===== src/hdl/postfix_stack_evaluator_top_defines.svh =====
// ----------------------------------------------------------------------------
// Assertion macros for the postfix stack evaluator
// Concurrent checks on clk, disabled while rst_n is low; empty for synthesis.
// ----------------------------------------------------------------------------
`ifndef POSTFIX_STACK_EVALUATOR_TOP_DEFINES_SVH
`define POSTFIX_STACK_EVALUATOR_TOP_DEFINES_SVH

`ifndef SYNTHESIS

// Property that holds at every edge.
`define PSE_ASSERT(label, prop, msg) \
    label: assert property (@(posedge clk) disable iff (!rst_n) (prop)) else $error(msg);

// Antecedent now implies consequent on the next edge.
`define PSE_ASSERT_NEXT(label, ante, cons, msg) \
    label: assert property (@(posedge clk) disable iff (!rst_n) (ante) |=> (cons)) \
        else $error(msg);

`else

`define PSE_ASSERT(label, prop, msg)
`define PSE_ASSERT_NEXT(label, ante, cons, msg)

`endif

`endif


===== src/hdl/pse_pkg.sv =====
// ----------------------------------------------------------------------------
// pse_pkg
// Types and codes shared by the postfix stack evaluator.
// ----------------------------------------------------------------------------
`timescale 1ns / 1ps
`default_nettype none

package pse_pkg;

    localparam int STACK_DEPTH_DEFAULT    = 16;
    localparam int VARIABLE_COUNT_DEFAULT = 16;

    localparam int DATA_W = 32;

    // commands
    localparam logic [2:0] CMD_ASSIGN   = 3'd0;
    localparam logic [2:0] CMD_PUSH_NUM = 3'd1;
    localparam logic [2:0] CMD_PUSH_VAR = 3'd2;
    localparam logic [2:0] CMD_APPLY    = 3'd3;
    localparam logic [2:0] CMD_END      = 3'd4;

    // operators
    localparam logic [2:0] OP_ADD = 3'd0;
    localparam logic [2:0] OP_SUB = 3'd1;
    localparam logic [2:0] OP_MUL = 3'd2;
    localparam logic [2:0] OP_DIV = 3'd3;
    localparam logic [2:0] OP_REM = 3'd4;

    // status codes
    localparam logic [1:0] ST_OK         = 2'd0;
    localparam logic [1:0] ST_UNASSIGNED = 2'd1;
    localparam logic [1:0] ST_DIVZERO    = 2'd2;
    localparam logic [1:0] ST_STACK      = 2'd3;

    typedef struct packed {
        logic [2:0]               command;
        logic signed [DATA_W-1:0] operand_value;
        logic [3:0]               variable_index;
        logic [2:0]               operator_code;
    } token_t;

    typedef struct packed {
        logic signed [DATA_W-1:0] result_value;
        logic [1:0]               status;
    } result_t;

endpackage

`default_nettype wire


===== src/hdl/postfix_stack_evaluator_top.sv =====
// ----------------------------------------------------------------------------
// postfix_stack_evaluator_top
// Postfix integer expression evaluator on a value stack held in a RAM.
// ----------------------------------------------------------------------------
//  Channel  Dir  Handshake                  Payload
//  token    in   token_valid/token_ready    pse_pkg::token_t
//  result   out  result_valid/result_ready  pse_pkg::result_t
//
//  Token handling: assign, push number and ignored tokens complete on acceptance;
//  push variable adds a variable RAM read; add/sub/mul add a stack RAM read of
//  both operands; divide/remainder add that read, 32 steps of the restoring
//  divider and a sign fix. End waits for the result register to drain.
//  Reset clears state, stack pointer, latched error, variable valid bits and result valid only.
//  Tokens keep flowing while a result waits; an end token holds until the
//  result register is free.
// ----------------------------------------------------------------------------
`timescale 1ns / 1ps
`default_nettype none

`include "postfix_stack_evaluator_top_defines.svh"

module postfix_stack_evaluator_top #(
    parameter int STACK_DEPTH    = pse_pkg::STACK_DEPTH_DEFAULT,
    parameter int VARIABLE_COUNT = pse_pkg::VARIABLE_COUNT_DEFAULT
) (
    input  wire logic             clk,
    input  wire logic             rst_n,
    input  wire logic             token_valid,
    output logic                  token_ready,
    input  wire pse_pkg::token_t  token,
    output logic                  result_valid,
    input  wire logic             result_ready,
    output pse_pkg::result_t      result
);

    localparam int DW   = pse_pkg::DATA_W;
    localparam int SP_W = $clog2(STACK_DEPTH + 1);
    localparam int SA_W = $clog2(STACK_DEPTH);
    localparam int VA_W = (VARIABLE_COUNT > 1) ? $clog2(VARIABLE_COUNT) : 1;

    localparam logic [2:0] S_IDLE  = 3'd0;
    localparam logic [2:0] S_VREAD = 3'd1;
    localparam logic [2:0] S_OPRD  = 3'd2;
    localparam logic [2:0] S_DIV   = 3'd3;
    localparam logic [2:0] S_DFIX  = 3'd4;
    localparam logic [2:0] S_END   = 3'd5;

    function automatic logic [DW-1:0] magnitude(input logic [DW-1:0] v);
        magnitude = v[DW-1] ? (DW'(0) - v) : v;
    endfunction

    // control registers
    logic [2:0]                state_reg, state_next;
    logic [SP_W-1:0]           sp_reg, sp_next;
    logic [1:0]                err_reg, err_next;
    logic [VARIABLE_COUNT-1:0] var_valid_reg, var_valid_next;
    logic                      result_valid_reg, result_valid_next;

    // payload registers
    pse_pkg::result_t          result_reg, result_next;
    logic [2:0]                op_reg;
    logic [DW-1:0]             var_rd_reg;
    logic [DW-1:0]             rd_a_reg;   // stack[sp-1], right operand / top
    logic [DW-1:0]             rd_b_reg;   // stack[sp-2], left operand
    logic [DW-1:0]             div_q_reg, div_r_reg, div_d_reg;
    logic [4:0]                div_cnt_reg;
    logic                      lneg_reg, rneg_reg;

    logic [DW-1:0] stack_mem [STACK_DEPTH];
    logic [DW-1:0] var_mem   [VARIABLE_COUNT];

    logic            token_fire;
    logic [31:0]     idx_ext;
    logic            var_in_range;
    logic [VA_W-1:0] var_addr;
    logic [SP_W-1:0] sp_dec1, sp_dec2;
    logic            stack_full;
    logic            slot_free;

    logic            st_we;
    logic [SA_W-1:0] st_waddr;
    logic [DW-1:0]   st_wdata;

    logic [DW:0]     div_shift, div_trial;
    logic [DW-1:0]   div_res;

    assign token_ready  = (state_reg == S_IDLE);
    assign token_fire   = token_valid && token_ready;
    assign result_valid = result_valid_reg;
    assign result       = result_reg;

    assign idx_ext      = 32'(token.variable_index);
    assign var_in_range = idx_ext < 32'(VARIABLE_COUNT);
    assign var_addr     = idx_ext[VA_W-1:0];

    assign sp_dec1    = sp_reg - SP_W'(1);
    assign sp_dec2    = sp_reg - SP_W'(2);
    assign stack_full = sp_reg >= SP_W'(STACK_DEPTH);
    assign slot_free  = !result_valid_reg || result_ready;

    // one restoring step: shift in next dividend bit, trial subtract
    assign div_shift = {div_r_reg, div_q_reg[DW-1]};
    assign div_trial = div_shift - {1'b0, div_d_reg};

    always_comb
    begin
        if (op_reg == pse_pkg::OP_DIV)
            div_res = (lneg_reg != rneg_reg) ? (DW'(0) - div_q_reg) : div_q_reg;
        else
            div_res = lneg_reg ? (DW'(0) - div_r_reg) : div_r_reg;
    end

    always_comb
    begin
        state_next        = state_reg;
        sp_next           = sp_reg;
        err_next          = err_reg;
        var_valid_next    = var_valid_reg;
        result_valid_next = result_valid_reg && !result_ready;
        result_next       = result_reg;
        st_we             = 1'b0;
        st_waddr          = sp_reg[SA_W-1:0];
        st_wdata          = token.operand_value;

        unique case (state_reg)
            S_IDLE:
            begin
                if (token_fire)
                begin
                    unique case (token.command)
                        pse_pkg::CMD_ASSIGN:
                        begin
                            if (var_in_range)
                                var_valid_next[var_addr] = 1'b1;
                        end
                        pse_pkg::CMD_PUSH_NUM:
                        begin
                            if (err_reg == pse_pkg::ST_OK)
                            begin
                                if (stack_full)
                                    err_next = pse_pkg::ST_STACK;
                                else
                                begin
                                    st_we   = 1'b1;
                                    sp_next = sp_reg + SP_W'(1);
                                end
                            end
                        end
                        pse_pkg::CMD_PUSH_VAR:
                        begin
                            if (err_reg == pse_pkg::ST_OK)
                            begin
                                if (var_in_range && var_valid_reg[var_addr])
                                    state_next = S_VREAD;
                                else
                                    err_next = pse_pkg::ST_UNASSIGNED;
                            end
                        end
                        pse_pkg::CMD_APPLY:
                        begin
                            if (err_reg == pse_pkg::ST_OK &&
                                token.operator_code <= pse_pkg::OP_REM)
                            begin
                                if (sp_reg < SP_W'(2))
                                    err_next = pse_pkg::ST_STACK;
                                else
                                    state_next = S_OPRD;
                            end
                        end
                        pse_pkg::CMD_END:
                        begin
                            state_next = S_END;
                        end
                        default:
                        begin
                        end
                    endcase
                end
            end
            S_VREAD:
            begin
                if (stack_full)
                    err_next = pse_pkg::ST_STACK;
                else
                begin
                    st_we    = 1'b1;
                    st_wdata = var_rd_reg;
                    sp_next  = sp_reg + SP_W'(1);
                end
                state_next = S_IDLE;
            end
            S_OPRD:
            begin
                st_waddr   = sp_dec2[SA_W-1:0];
                state_next = S_IDLE;
                unique case (op_reg)
                    pse_pkg::OP_ADD:
                    begin
                        st_we    = 1'b1;
                        st_wdata = rd_b_reg + rd_a_reg;
                        sp_next  = sp_dec1;
                    end
                    pse_pkg::OP_SUB:
                    begin
                        st_we    = 1'b1;
                        st_wdata = rd_b_reg - rd_a_reg;
                        sp_next  = sp_dec1;
                    end
                    pse_pkg::OP_MUL:
                    begin
                        st_we    = 1'b1;
                        st_wdata = rd_b_reg * rd_a_reg;
                        sp_next  = sp_dec1;
                    end
                    pse_pkg::OP_DIV, pse_pkg::OP_REM:
                    begin
                        if (rd_a_reg == '0)
                            err_next = pse_pkg::ST_DIVZERO;
                        else
                            state_next = S_DIV;
                    end
                    default:
                    begin
                    end
                endcase
            end
            S_DIV:
            begin
                if (div_cnt_reg == 5'd31)
                    state_next = S_DFIX;
            end
            S_DFIX:
            begin
                st_we      = 1'b1;
                st_waddr   = sp_dec2[SA_W-1:0];
                st_wdata   = div_res;
                sp_next    = sp_dec1;
                state_next = S_IDLE;
            end
            S_END:
            begin
                if (slot_free)
                begin
                    result_valid_next = 1'b1;
                    result_next.status = err_reg;
                    result_next.result_value = '0;
                    if (err_reg == pse_pkg::ST_OK)
                    begin
                        if (sp_reg == '0)
                            result_next.status = pse_pkg::ST_STACK;
                        else
                            result_next.result_value = rd_a_reg;
                    end
                    sp_next    = '0;
                    err_next   = pse_pkg::ST_OK;
                    state_next = S_IDLE;
                end
            end
            default:
            begin
                state_next = S_IDLE;
            end
        endcase
    end

    always_ff @(posedge clk or negedge rst_n)
    begin
        if (!rst_n)
        begin
            state_reg        <= S_IDLE;
            sp_reg           <= '0;
            err_reg          <= pse_pkg::ST_OK;
            var_valid_reg    <= '0;
            result_valid_reg <= 1'b0;
        end
        else
        begin
            state_reg        <= state_next;
            sp_reg           <= sp_next;
            err_reg          <= err_next;
            var_valid_reg    <= var_valid_next;
            result_valid_reg <= result_valid_next;
        end
    end

    always_ff @(posedge clk)
    begin
        result_reg <= result_next;
        if (token_fire)
            op_reg <= token.operator_code;
    end

    // stack RAM: one write port, two registered read ports at sp-1 and sp-2
    always_ff @(posedge clk)
    begin
        if (st_we)
            stack_mem[st_waddr] <= st_wdata;
        if (state_reg == S_IDLE)
        begin
            rd_a_reg <= stack_mem[sp_dec1[SA_W-1:0]];
            rd_b_reg <= stack_mem[sp_dec2[SA_W-1:0]];
        end
    end

    // variable RAM
    always_ff @(posedge clk)
    begin
        if (token_fire && token.command == pse_pkg::CMD_ASSIGN && var_in_range)
            var_mem[var_addr] <= token.operand_value;
        if (token_fire)
            var_rd_reg <= var_mem[var_addr];
    end

    // iterative divider on magnitudes
    always_ff @(posedge clk)
    begin
        if (state_reg == S_OPRD)
        begin
            div_q_reg   <= magnitude(rd_b_reg);
            div_d_reg   <= magnitude(rd_a_reg);
            div_r_reg   <= '0;
            div_cnt_reg <= '0;
            lneg_reg    <= rd_b_reg[DW-1];
            rneg_reg    <= rd_a_reg[DW-1];
        end
        else if (state_reg == S_DIV)
        begin
            div_cnt_reg <= div_cnt_reg + 5'd1;
            if (!div_trial[DW])
            begin
                div_r_reg <= div_trial[DW-1:0];
                div_q_reg <= {div_q_reg[DW-2:0], 1'b1};
            end
            else
            begin
                div_r_reg <= div_shift[DW-1:0];
                div_q_reg <= {div_q_reg[DW-2:0], 1'b0};
            end
        end
    end

    `PSE_ASSERT(a_sp_bound, sp_reg <= SP_W'(STACK_DEPTH), "stack pointer past depth")
    `PSE_ASSERT(a_err_zero_value,
        (!result_valid_reg || result_reg.status == pse_pkg::ST_OK ||
         result_reg.result_value == '0), "error result carries nonzero value")
    `PSE_ASSERT(a_div_nonzero, (state_reg != S_DIV) || (div_d_reg != '0),
        "divider running on zero divisor")
    `PSE_ASSERT_NEXT(a_end_clears, (state_reg == S_END) && slot_free,
        result_valid_reg && (sp_reg == '0) && (err_reg == pse_pkg::ST_OK),
        "end did not post result and clear state")
    `PSE_ASSERT_NEXT(a_err_holds_stack,
        token_fire && (err_reg != pse_pkg::ST_OK) && (token.command != pse_pkg::CMD_END),
        $stable(sp_reg) && (state_reg == S_IDLE), "token acted after latched error")

endmodule

`default_nettype wire


===== config.mk =====
export PLATFORM = sky130hd
export DESIGN_NAME = postfix_stack_evaluator_top
export DESIGN_NICKNAME = d
export VERILOG_FILES = /design/src/hdl/pse_pkg.sv /design/src/hdl/postfix_stack_evaluator_top.sv
export VERILOG_INCLUDE_DIRS = /design/src /design/src/hdl
export SDC_FILE = /design/constraint.sdc
export NUM_CORES = 2
export LEC_CHECK = 0
export BUFFER_PORTS_ARGS = -buffer_cell sky130_fd_sc_hd__buf_2
export CAP_MARGIN = 40
export CORE_MARGIN = 5
export CORE_UTILIZATION = 30
export CTS_BUF_LIST = sky130_fd_sc_hd__clkbuf_8
export DETAILED_ROUTE_END_ITERATION = 10
export GPL_ROUTABILITY_DRIVEN = 0
export PLACE_DENSITY = 0.44
export REMOVE_ABC_BUFFERS = 1
export SLEW_MARGIN = 25
export SYNTH_ARGS = -nofsm -noshare
export SYNTH_HDL_FRONTEND = slang
export SYNTH_SLANG_ARGS = --single-unit

===== constraint.sdc =====
create_clock -name clk -period 16.1 [get_ports clk]
set_clock_uncertainty 0.15 [all_clocks]
set_input_delay 3.22 -clock clk [delete_from_list [all_inputs] [get_ports clk]]
set_output_delay 3.22 -clock clk [all_outputs]
set_load 0.01 [all_outputs]

[Yosys cells after proc, flatten, opt, wreduce, memory -nomap -nowiden]
Memory sizes are Yosys's and may differ from the RTL's. A register that Yosys moved wholly into a read port is not among the register bits.
Index checks and enable logic that the tools add are counted.
Storage, ports and cells
  bits in registers: 167
  latch bits: 0
  RAM bits: 1024
  ROM bits: 0
  input bits: 46
  output and inout bits: 36
  word-level logic and storage cells: 158
  memories kept: 2
Operators by class
  $add $sub $neg: 11
  $mul: 1
  divide/modulo/power cells: 0
  order comparisons: 6
  eq/ne operators: 32
  shifts and indexed selects: 0
  mux-type cells: 61
  bitwise operators: 2
  reduce and logical (&&, ||, !) cells: 28
Memory list
  stack_mem: depth 16, bits a word 32, read ports 2, clocked after Yosys merged registers in 2, write ports 1, RTL line postfix_stack_evaluator_top.sv:69  | logic [DW-1:0] stack_mem [STACK_DEPTH];
  var_mem: depth 16, bits a word 32, read ports 1, clocked after Yosys merged registers in 1, write ports 1, RTL line postfix_stack_evaluator_top.sv:70  | logic [DW-1:0] var_mem [VARIABLE_COUNT];
Operators with widths (count)
  32-bit two-way mux: 8
  32-bit one-hot mux with 3 select lines: 2
  1-bit by 32-bit subtractor with 32-bit output, first input constant: 4
  33-bit by 32-bit subtractor with 33-bit output: 1
  32-bit adder: 1
  32-bit zero test: 1
  32-bit by 32-bit multiplier with 32-bit output: 1
  32-bit subtractor: 1
  31-bit two-way mux: 1
  5-bit two-way mux: 6
  2-bit two-way mux: 14
  5-bit one-hot mux with 5 select lines: 1
  3-bit two-way mux: 7
  3-bit != test, second input constant: 7
  3-bit by 2-bit == test with 1-bit output, second input constant: 6
  16-bit bitwise OR: 1
  1-bit two-way mux: 14
  3-bit == test, second input constant: 4
  3-bit one-hot mux with 4 select lines: 1
  11-bit AND reduction: 1
  5-bit by 1-bit adder with 5-bit output, second input constant: 2
  4-bit by 5-bit less-than comparator with 1-bit output, second input constant: 2
  3-bit by 1-bit == test with 1-bit output, second input constant: 3
  3-bit zero test: 3
  other kinds (33): 49

[Depth between registers and ports, before layout]
  depth in word-level cells: 8
  mapped depth: 28
  depth with buffers taken out: 25

[Least setup slack after synthesis]
Ideal clock, no wire load.
  kind: register to register
  start point: register rd_b_reg[13] (read register of stack_mem)
  end point: memory stack_mem[0][31] (netlist bit), data pin
  library setup time: 0.348 ns
  arrival time: 7.500 ns
  data required time: 15.602 ns
  path slack: 8.102 ns
  stages on the path, launching flop included: 26
  buffers on the path: 2
  period minus slack after synthesis: 7.998 ns
  cell sequence: edfxtp_1 -> clkbuf_1 -> clkbuf_1 -> and2_1 -> fa_1 -> fa_1 -> fa_1 -> inv_1 -> fa_1 -> inv_1 -> fa_1 -> inv_1 -> fa_1 -> inv_1 -> fa_1 -> fa_1 -> ha_1 -> a21oi_1 -> o21ai_0 -> nor2b_1 -> a21oi_1 -> a211oi_1 -> o31ai_1 -> xnor2_1 -> nand2_1 -> a221oi_1
On the way
  word-level cells in the longest chain between the ends: 3
  elaborated cells on any way between the ends: 5
  classes of those cells: 2 x add/sub; 1 x mul; 2 x mux
Ends and longest elaborated chain
  start: declaration: RTL line postfix_stack_evaluator_top.sv:64  | logic [DW-1:0] rd_b_reg;
  32-bit by 32-bit multiplier with 32-bit output (tied with other cells): RTL line postfix_stack_evaluator_top.sv:212  | st_wdata = rd_b_reg * rd_a_reg;
  32-bit one-hot mux with 3 select lines (*): RTL line postfix_stack_evaluator_top.sv:196  | unique case (op_reg)
  32-bit one-hot mux with 3 select lines (*): RTL line postfix_stack_evaluator_top.sv:125  | unique case (state_reg)
  net st_wdata[31]: RTL line postfix_stack_evaluator_top.sv:82  | logic [DW-1:0] st_wdata;
  end: declaration: RTL line postfix_stack_evaluator_top.sv:69
The timed path passes the listed nets; every way through them passes the cells marked *.

[Final worst setup path]
  start point: register rd_b_reg[5] (read register of stack_mem)
  end point: memory stack_mem[3][26] (netlist bit), data pin
Same word-level chain as after synthesis.

==> reports/qor.yml <==
run_status: "completed"
drc: 0
synth_fa_ha_area_frac: 0.141
cts_sinks: 1287
antenna_found_initial: 30
netlist_area_mm2: 0.0758
drive_gt1_frac: 0.197
synth-xor-area-share: 0.0316
required_ns: 16.73
ys.warnings.count: 0
dp_slack_ns: 7.36
synth.area.top_cells: "edfxtp_1 48%, mux4_2 14%, fa_1 11%, ha_1 3.3%, and2_1 2.8%"
syn_inst: 5339
drv_slew: 0
use_met3: 0.0271
core_mm2: 0.251
setup.worst_path.start: "rd_b_reg[5]"
synth_top_family_by_area: "multiplexers"
rows: 184
cts_buffers: 221
die_width_um: 513
fill_cells: 24575
tns_ns: 0
cp-start-kind: "register"
area_growth_pct: 12.7
finish.instance_area_mm2: 0.0853
tightest_slew_ns: 1.02
synth_top_area_share: 0.485
grt_pass1_wl_mm: 360
endpoint: "stack_mem[3][26]"
slew_headroom: 0.321
hold_class: "register to register"
die-area_mm2: 0.263
wirelength_mm: 250
synth-compound-area-share: 0.0536
setup_viol_count_final: 0
grt_use_total: 0.188
gr-usage-met2: 0.316
clkTransAtPathRegs_ns: 0.06
synth_simple_gate_area_frac: 0.0828
ant_nets: 0
fmaxAchievable_ghz: 0.117
via_count: 46777
ff2ff_path_depth: 22
finalCritPeriodShare: 0.531
wire_per_inst_um: 27.6
cts-htree-levels: 4
tritoncts: "done"
dp_hpwl_mm: 166
final_util: 0.339
post_cts_buffers: 0
clk_latency_ns: 1.00
dr.first_iter.drc_count: 4142
yosysUniqueCellTypes: 79
synth_ff_type: "edfxtp_1"
io_pins: 82
rsz0062_at_grt: "no"
io_buffers: 81
r2r_end: "stack_mem[3][26]"
yosys.area.top_type: "edfxtp_1"
finalHoldViolations: 0
drv_cap: 0
grt_busiest_layer: "met2"
critical_path_peak_fanout: 33
syn_area_per_cell_um2: 14.2
final_cell_mix: "1223 x edfxtp_1, 540 x inv_1, 485 x mux4_2"
r2r-start: "rd_b_reg[5]"
grt_max_degree: 119
nets: 6170
cts-resized-gates: 0
rrSetupSlack_ns: 7.56
grt_overflow: 0
muxShareOfSynthArea: 0.149
start_util: 0.301
cts-root-buf: "clkbuf_8"
use_met1: 0.251
worstSetupEndpointType: "register"
cp.arrival_ns: 9.18
fin_crit_ns: 8.54
synth_edf_count: 1223
synth.ff_latch_count: 1287
setup_ws_ns: 7.56
ctsHoldBuffers: 0
mostFrequentLayoutCell: "edfxtp_1"
detail_route.vias_per_cell: 5.16
dpl_cell_area_mm2: 0.0811
first_pass_iters: 6
clk_path_buf_depth: 3
critPathKind: "register to register"
async_reset_ff_frac: 0.0210
die_h_um: 513
yosysSeqAreaShare: 0.503
grt_pass1_vias: 48705
==> cell families (layout without fill, tap and decap cells) <==
family	after synthesis	after routing
AOI/OAI and AO/OA	625	625
xor gates and xnor gates	272	272
adders and majority gates	608	608
buffers and inverters	778	1138
DFF	1287	1287
muxes	519	519
other	0	10
and+or+nand+nor	1250	1250
==> per-stage QoR <==
step	hold slack (ns)	instances
after CTS	0.296	9042
after global placement	0.278	8615
after detailed placement	0.287	8636
after floorplan	0.272	5019
final	0.298	9057
after global routing	0.324	9049
==> worst max-delay path: stages, from the launching register on <==
cell and delay (ns):
edfxtp_1 0.32, buf_4 0.49, and2_1 0.23, fa_1 0.44, fa_1 0.51, inv_1 0.05
fa_1 0.47, fa_1 0.49, inv_1 0.04, ha_1 0.27, ha_1 0.29, fa_1 0.55
fa_1 0.46, ha_1 0.27, nor4_1 0.45, o2111a_1 0.27, a211oi_1 0.09, a31oi_1 0.58
o211ai_1 0.26, xor2_1 0.67, a222oi_1 0.25, o211ai_1 0.35, buf_2 0.33
==> cell type report <==
| type | instances | area (µm²) | share of cell area |
|---|---|---|---|
| clock inverters | 182 | 1110 | 0.0131 |
| clock buffers | 224 | 3080 | 0.0361 |
| multi-input cells | 3274 | 35000 | 0.410 |
| repair buffers | 274 | 2070 | 0.0242 |
| diodes | 10 | 25.0 | 0.000293 |
| flip-flops and latches | 1287 | 38100 | 0.447 |
| inverters | 458 | 1720 | 0.0202 |
| well taps | 3348 | 4190 | 0.0491 |
==> worst min path at each step <==
stage | from | end | slack (ns) | cells past startpoint
detailed placement | div_cnt_reg[4] | div_cnt_reg[4] | 0.29 | 2
floorplan | div_cnt_reg[4] | div_cnt_reg[4] | 0.27 | 2
global route | var_valid_reg[14] | var_valid_reg[14] | 0.32 | 1
CTS | div_cnt_reg[4] | div_cnt_reg[4] | 0.30 | 2
finish | div_cnt_reg[4] | div_cnt_reg[4] | 0.30 | 2
global placement | div_cnt_reg[4] | div_cnt_reg[4] | 0.28 | 2
==> synth_stat cells (all sizes together) (22+ instances only) <==
| master | count |
|---|---|
| fa | 410 |
| nor2 | 153 |
| nor2b | 22 |
| o21ai | 174 |
| xor2 | 118 |
| mux4 | 485 |
| inv | 457 |
| xnor2 | 153 |
| buf | 58 |
| clkbuf | 262 |
| a21oi | 141 |
| dfxtp | 37 |
| or3 | 37 |
| nor3 | 55 |
| edfxtp | 1223 |
| o31ai | 49 |
| ha | 198 |
| dfrtp | 27 |
| nand3 | 41 |
| o21a | 27 |
| nand2 | 453 |
| and2 | 345 |
| or2 | 27 |
| a21o | 32 |
| mux2i | 31 |
==> per-layer routing <==
layer,up-vias,wire [µm]
li1,20057,-
met1,24884,107000
met2,1464,122000
met3,366,12000
met4,6,8380
met5,-,34
Power is left out: the tool's default activity adds up to more than one toggle a clock period on the data nets, which glitch-free logic cannot reach.
